===== src/rtl/core/srkl_pkg.sv =====
// Package: shared types, status codes and sizes for the sorted run key lookup.
`default_nettype none
package srkl_pkg;

  localparam int ENTRIES = 4096;
  localparam int ADDR_W  = $clog2(ENTRIES);
  localparam int CNT_W   = $clog2(ENTRIES + 1);

  localparam logic       OP_LOAD   = 1'b0;
  localparam logic       OP_LOOKUP = 1'b1;

  localparam logic [2:0] ST_LOADED = 3'd0;
  localparam logic [2:0] ST_STALE  = 3'd1;
  localparam logic [2:0] ST_RANGE  = 3'd2;
  localparam logic [2:0] ST_MISS   = 3'd3;
  localparam logic [2:0] ST_FOUND  = 3'd4;

  localparam logic [2:0] REG_TABLE_TS  = 3'd0;
  localparam logic [2:0] REG_SMALLEST  = 3'd1;
  localparam logic [2:0] REG_LARGEST   = 3'd2;
  localparam logic [2:0] REG_COUNT     = 3'd3;
  localparam logic [2:0] REG_DATA_END  = 3'd4;

  typedef struct packed {
    logic        operation;
    logic [11:0] entry_index;
    logic [63:0] item_key;
    logic [31:0] entry_offset;
    logic [63:0] best_timestamp;
  } in_item_t;

  typedef struct packed {
    logic [2:0]  status;
    logic [31:0] value_offset;
    logic [31:0] value_length;
    logic [63:0] new_timestamp;
  } out_item_t;

  typedef struct packed {
    logic [63:0] table_timestamp;
    logic [63:0] smallest_key;
    logic [63:0] largest_key;
    logic [12:0] entry_count;
    logic [31:0] data_end_offset;
  } cfg_t;

  typedef struct packed {
    logic              wr_en;
    logic [ADDR_W-1:0] wr_addr;
    logic [63:0]       wr_key;
    logic [31:0]       wr_offset;
    logic              key_rd_en;
    logic [ADDR_W-1:0] key_rd_addr;
    logic              off_rd_en;
    logic [ADDR_W-1:0] off_rd_addr;
  } store_req_t;

  // Probe point of the half-open window [low, hix); caller guarantees low < hix.
  function automatic logic [ADDR_W-1:0] probe_mid(input logic [CNT_W-1:0] low,
                                                  input logic [CNT_W-1:0] hix);
    logic [CNT_W-1:0] span;
    logic [CNT_W-1:0] mid;
    span = hix - low - CNT_W'(1);
    mid  = low + (span >> 1);
    return ADDR_W'(mid);
  endfunction

endpackage
`default_nettype wire


===== src/rtl/core/srkl_search.sv =====
// Sequencer: load writes, stale and range checks, binary search, length fetch.
`default_nettype none
module srkl_search (
  input  wire logic                      clk,
  input  wire logic                      rst_n,
  input  wire logic                      start,
  input  wire srkl_pkg::in_item_t        in_item,
  input  wire srkl_pkg::cfg_t            cfg,
  output logic                           busy,
  output srkl_pkg::store_req_t           req,
  input  wire logic [63:0]               key_rd_data,
  input  wire logic [31:0]               off_rd_data,
  output logic                           out_valid,
  output srkl_pkg::out_item_t            out_item
);

  localparam int AW = srkl_pkg::ADDR_W;
  localparam int CW = srkl_pkg::CNT_W;

  localparam logic [2:0] S_IDLE  = 3'd0;
  localparam logic [2:0] S_CHECK = 3'd1;
  localparam logic [2:0] S_CMP   = 3'd2;
  localparam logic [2:0] S_OFF0  = 3'd3;
  localparam logic [2:0] S_OFF1  = 3'd4;

  logic [2:0]          state_r, state_nxt;
  logic [63:0]         key_r, key_nxt;
  logic [63:0]         best_r, best_nxt;
  logic [CW-1:0]       low_r, low_nxt;
  logic [CW-1:0]       hix_r, hix_nxt;
  logic [AW-1:0]       mid_r, mid_nxt;
  logic [31:0]         beg_r, beg_nxt;
  logic                out_valid_r, out_valid_nxt;
  srkl_pkg::out_item_t out_item_r, out_item_nxt;

  logic [CW-1:0] cnt;
  logic [CW-1:0] low_step;
  logic [CW-1:0] hix_step;

  assign cnt = (cfg.entry_count > CW'(srkl_pkg::ENTRIES)) ? CW'(srkl_pkg::ENTRIES)
                                                          : CW'(cfg.entry_count);

  // Narrowed window after a probe that did not match
  assign low_step = (key_rd_data > key_r) ? low_r : (CW'(mid_r) + CW'(1));
  assign hix_step = (key_rd_data > key_r) ? CW'(mid_r) : hix_r;

  always_comb begin
    state_nxt     = state_r;
    key_nxt       = key_r;
    best_nxt      = best_r;
    low_nxt       = low_r;
    hix_nxt       = hix_r;
    mid_nxt       = mid_r;
    beg_nxt       = beg_r;
    out_valid_nxt = 1'b0;
    out_item_nxt  = out_item_r;
    req           = '0;

    unique case (state_r)
      S_IDLE: begin
        if (start) begin
          key_nxt  = in_item.item_key;
          best_nxt = in_item.best_timestamp;
          if (in_item.operation == srkl_pkg::OP_LOAD) begin
            req.wr_en     = (32'(in_item.entry_index) < 32'(srkl_pkg::ENTRIES));
            req.wr_addr   = AW'(in_item.entry_index);
            req.wr_key    = in_item.item_key;
            req.wr_offset = in_item.entry_offset;
            out_valid_nxt = 1'b1;
            out_item_nxt  = '{status: srkl_pkg::ST_LOADED, value_offset: 32'd0,
                              value_length: 32'd0,
                              new_timestamp: in_item.best_timestamp};
          end else begin
            state_nxt = S_CHECK;
          end
        end
      end

      S_CHECK: begin
        out_item_nxt = '{status: srkl_pkg::ST_MISS, value_offset: 32'd0,
                         value_length: 32'd0, new_timestamp: best_r};
        priority if (cfg.table_timestamp <= best_r) begin
          out_item_nxt.status = srkl_pkg::ST_STALE;
          out_valid_nxt       = 1'b1;
          state_nxt           = S_IDLE;
        end else if (key_r > cfg.largest_key || key_r < cfg.smallest_key) begin
          out_item_nxt.status = srkl_pkg::ST_RANGE;
          out_valid_nxt       = 1'b1;
          state_nxt           = S_IDLE;
        end else if (cnt == '0) begin
          out_valid_nxt = 1'b1;
          state_nxt     = S_IDLE;
        end else begin
          low_nxt         = '0;
          hix_nxt         = cnt;
          mid_nxt         = srkl_pkg::probe_mid('0, cnt);
          req.key_rd_en   = 1'b1;
          req.key_rd_addr = srkl_pkg::probe_mid('0, cnt);
          state_nxt       = S_CMP;
        end
      end

      S_CMP: begin
        if (key_rd_data == key_r) begin
          req.off_rd_en   = 1'b1;
          req.off_rd_addr = mid_r;
          state_nxt       = S_OFF0;
        end else if (low_step < hix_step) begin
          low_nxt         = low_step;
          hix_nxt         = hix_step;
          mid_nxt         = srkl_pkg::probe_mid(low_step, hix_step);
          req.key_rd_en   = 1'b1;
          req.key_rd_addr = srkl_pkg::probe_mid(low_step, hix_step);
        end else begin
          out_valid_nxt = 1'b1;
          state_nxt     = S_IDLE;
        end
      end

      S_OFF0: begin
        beg_nxt = off_rd_data;
        if ((CW'(mid_r) + CW'(1)) == cnt) begin
          out_item_nxt  = '{status: srkl_pkg::ST_FOUND, value_offset: off_rd_data,
                            value_length: cfg.data_end_offset - off_rd_data,
                            new_timestamp: cfg.table_timestamp};
          out_valid_nxt = 1'b1;
          state_nxt     = S_IDLE;
        end else begin
          req.off_rd_en   = 1'b1;
          req.off_rd_addr = mid_r + AW'(1);
          state_nxt       = S_OFF1;
        end
      end

      S_OFF1: begin
        out_item_nxt  = '{status: srkl_pkg::ST_FOUND, value_offset: beg_r,
                          value_length: off_rd_data - beg_r,
                          new_timestamp: cfg.table_timestamp};
        out_valid_nxt = 1'b1;
        state_nxt     = S_IDLE;
      end

      default: begin
        state_nxt = S_IDLE;
      end
    endcase
  end

  always_ff @(posedge clk) begin
    if (!rst_n) begin
      state_r     <= S_IDLE;
      out_valid_r <= 1'b0;
    end else begin
      state_r     <= state_nxt;
      out_valid_r <= out_valid_nxt;
    end
  end

  always_ff @(posedge clk) begin
    key_r      <= key_nxt;
    best_r     <= best_nxt;
    low_r      <= low_nxt;
    hix_r      <= hix_nxt;
    mid_r      <= mid_nxt;
    beg_r      <= beg_nxt;
    out_item_r <= out_item_nxt;
  end

  assign busy      = (state_r != S_IDLE);
  assign out_valid = out_valid_r;
  assign out_item  = out_item_r;

endmodule
`default_nettype wire


===== config.mk =====
export PLATFORM = sky130hd
export DESIGN_NAME = srkl_search
export DESIGN_NICKNAME = d
export VERILOG_FILES = /design/src/rtl/core/srkl_pkg.sv /design/src/rtl/core/srkl_search.sv
export SDC_FILE = /design/constraint.sdc
export NUM_CORES = 1
export LEC_CHECK = 0
export BUFFER_PORTS_ARGS = -buffer_cell sky130_fd_sc_hd__buf_4
export CORE_AREA = 5 5 300 302
export CTS_CLUSTER_DIAMETER = 40
export DETAILED_ROUTE_END_ITERATION = 16
export DIE_AREA = 0 0 305 307
export GPL_ROUTABILITY_DRIVEN = 0
export GPL_TIMING_DRIVEN = 0
export MAX_ROUTING_LAYER = met4
export SLEW_MARGIN = 20
export SYNTH_ARGS = -nofsm -noshare
export SYNTH_HDL_FRONTEND = slang
export SYNTH_SLANG_ARGS = --single-unit

===== constraint.sdc =====
create_clock -name clk -period 13.9 [get_ports clk]
set_clock_uncertainty 0.2 [all_clocks]
set_input_delay 0 -clock clk [delete_from_list [all_inputs] [get_ports clk]]
set_output_delay 0 -clock clk [all_outputs]
set_load 0.02 [all_outputs]

==> metrics.csv <==
metric;value;unit
IO Count;777;
core footprint;87400;um2
number of synthesized flops with an enable pin;329;
Synth area leaders;edfxtp_1, ha_1, inv_1, nand2_1, and3_1;
Area Overhead vs Synth;59.9;%
vias per cell;4.97;
Vias;26000;
clk root buf;clkbuf_16;
placed insts;4579;
Pre-Repair DR Iteration Count;6;
startpoint types;flip-flop;
worst hold path depth;4;
Starting Density;0.288;
largest net degree at the start of global routing;49;
capturing point of the worst reg2reg path;hix_r[6];
Final ANT Viol Nets;0;
fraction of registers with async set/reset;0;
initial antenna violation count;18;
Max-Cap Viols;0;
number of global-route vias before repair;26400;
final cell count without fillers;5218;
Req. time, crit path;13700;ps
total track usage;0.239;
Rows;109;
Post-Syn Nets;3492;
critical path class;reg -> out;
Min-Delay Path Class;in -> reg;
area fraction of the dominant cell type after synthesis;0.393;
clock buffer depth;3;
leading area contributor after synthesis;edfxtp_1;
Worst R2R Start;key_r[61];
RSZ-0062 raised after global routing;false;
outcome;complete, no violations;
Hold Path Sink;out_item[33];
Skew-Pair Late Insertion Delay;620;ps
Iteration-0 DRC Markers;1863;
drt drc;0;
Top FF cell, synth;edfxtp_1;
routed wire length;115000;um
share of layout cells above drive strength 1;0.235;
Placed Area;32700;um2
kind of end point of the critical path;output port;
wire length per cell;22.0;um
cell count after synthesis;2627;
final net count;4838;
leak pwr;19.3;nW
worst slew pin tran;1030;ps
data arrival time of the critical path;7760;ps
CTS Buf Count;78;
count of cell types in the netlist;81;
FF-to-FF setup slack;6350;ps
post-synth design cell area;25200;um2
FMAX;126;MHz
Die Wd;305;um
Final Critical Period;7960;ps
first-pass GRT wire length;166000;um
Critical path origin;key_r[61];
Critical Path Fanout Max;10;
CTS clock-pin slew for the worst setup and hold paths;50;ps
worst slack at placement;6090;ps
# H-tree levels;3;
CTS tree;done;
Final Max Tran Viols;0;
Die Footprint;93600;um2
Final WS setup;5940;ps
Worst slew margin;0.307;
most common cell in the netlist;inv_1;
worst vdd ir;96.7;uV
GRT overflow;0;
setup bufs post-CTS;0;
Synth Area per Inst;9.58;um2
final setup violation count;0;
DP HPWL;89800;um
clk sinks;333;
top cells by count, synth;inv_1, ha_1, edfxtp_1;
worst reg2reg path depth;25;
YS warnings;0;
fin util;0.461;
Yosys reg bits;333;
Port-buffer cells;771;
Final Hold Fails;0;
die height;307;um
Design Area, Final;40300;um2
Seq/Total Area, Yosys;0.396;
period utilization;0.573;
pwr/cell area;99.7;nW/um2
worst hold start;in_item[33];
==> sequential cells by signal (all words and copies together) (netlist names) <==
name,cells
low_r,13
state_r,3
out_valid,1
out_item,131
hix_r,13
key_r,64
beg_r,32
best_r,64
mid_r,12
==> cells by family (layout without fill, tap and decap cells) <==
family	count (synthesis)	after routing	synth area share
AO/OA/AOI/OAI	630	630	0.165
XOR/XNOR	96	96	0.0345
adder cells (fa/ha/maj)	356	356	0.178
buffers and inverters	469	1877	0.0707
flip-flops	333	333	0.396
multiplexers	34	34	0.0136
other	0	18	0
AND/OR/NAND/NOR	709	709	0.142
==> per-stage QoR <==
stage	TNS, ps	hold slack (ps)	power, mW
detailed placement	0	-13.8	2.00
finish	0	23.0	4.01
floorplan	0	-101	1.66
global route	0	24.2	4.18
global placement	-940480	-13.8	2.00
CTS	0	0.438	4.03
==> layout by cell type (no fill, tap or decap), types with 9 or more instances in the layout <==
cell type,synthesis,routed
a22oi_1,64,64
edfxtp_1,329,329
o21a_1,32,32
ha_1,352,352
a31oi_1,13,13
and3_1,121,121
bufinv_16,0,9
a21o_1,90,90
nand3_1,60,60
diode_2,0,18
o21ai_0,114,114
nor2b_1,29,29
o22ai_1,50,50
and2_1,13,12
a21oi_1,139,139
buf_1,12,12
xor2_1,39,39
nand4_1,64,64
nor3_1,42,42
nand2_1,223,222
nand2b_1,18,18
clkbuf_16,0,78
nor4_1,11,11
dlygate4sd3_1,0,479
buf_4,0,771
inv_1,384,384
o21bai_1,16,16
xnor2_1,55,55
clkinv_2,0,10
clkbuf_1,69,77
nor2_1,95,95
o211ai_1,9,9
a211oi_1,14,14
mux2i_1,32,32
==> worst max path at each step <==
stage / end / slack, ps
after floorplan: out_item[0] / 530
after global placement: out_item[107] / -7210
after detailed placement: mid_r[11] / 6090
after CTS: req[23] / 5550
after global routing: req[23] / 5030
final: req[23] / 5940
==> worst max-delay path: stages, from the launching register on <==
cell and delay [ps]:
edfxtp_1 410, inv_1 80, ha_1 300, nand4_1 250, or3_1 480, nor4_2 300, nand4_1 320, o311ai_1 410
nand2_2 410, clkbuf_1 380, a21oi_1 460, inv_1 180, ha_1 390, a21o_1 180, a21oi_1 190, xnor2_1 150
ha_1 310, a21o_1 200, a21oi_1 210, o21bai_1 90, a21oi_1 220, o21bai_1 120, a21oi_1 220, o21bai_1 90
a21oi_1 190, xor2_1 280, o22ai_2 120, buf_4 180
==> final cells by class <==
| class | instances | area, um2 |
|---|---|---|
| clock inverters | 54 | 719 |
| flip-flops and latches | 333 | 9960 |
| inverters | 385 | 1450 |
| diodes | 18 | 45.0 |
| fillers | 8108 | 47200 |
| multi-input cells | 1825 | 13500 |
| repair buffers | 1266 | 10800 |
| well taps | 1165 | 1460 |
| clock buffers | 88 | 1990 |
| plain buffers | 84 | 340 |
==> layer usage <==
| metal | part of all wire | global-route usage | vias to the layer above |
|---|---|---|---|
| li1 | - | - | 12300 |
| met1 | 0.42 | 0.298 | 12300 |
| met2 | 0.46 | 0.384 | 1067 |
| met3 | 0.080 | 0.0587 | 220 |
| met4 | 0.031 | 0.0789 | 0 |
| met5 | 0 | - | - |
==> where the power goes <==
| group | internal (mW) | switching, mW |
|---|---|---|
| combinational | 0.449 | 0.476 |
| sequential | 1.16 | 0.0290 |
| clock | 1.22 | 0.678 |
| total | 2.83 | 1.18 |
==> what timing repair did <==
| item | in CTS | in global routing |
|---|---|---|
| hold buffers | 479 | 0 |
| hold endpoints to repair | 392 | 0 |
| gates resized for setup | 0 | 0 |
(Power assumes the default switching activity.)
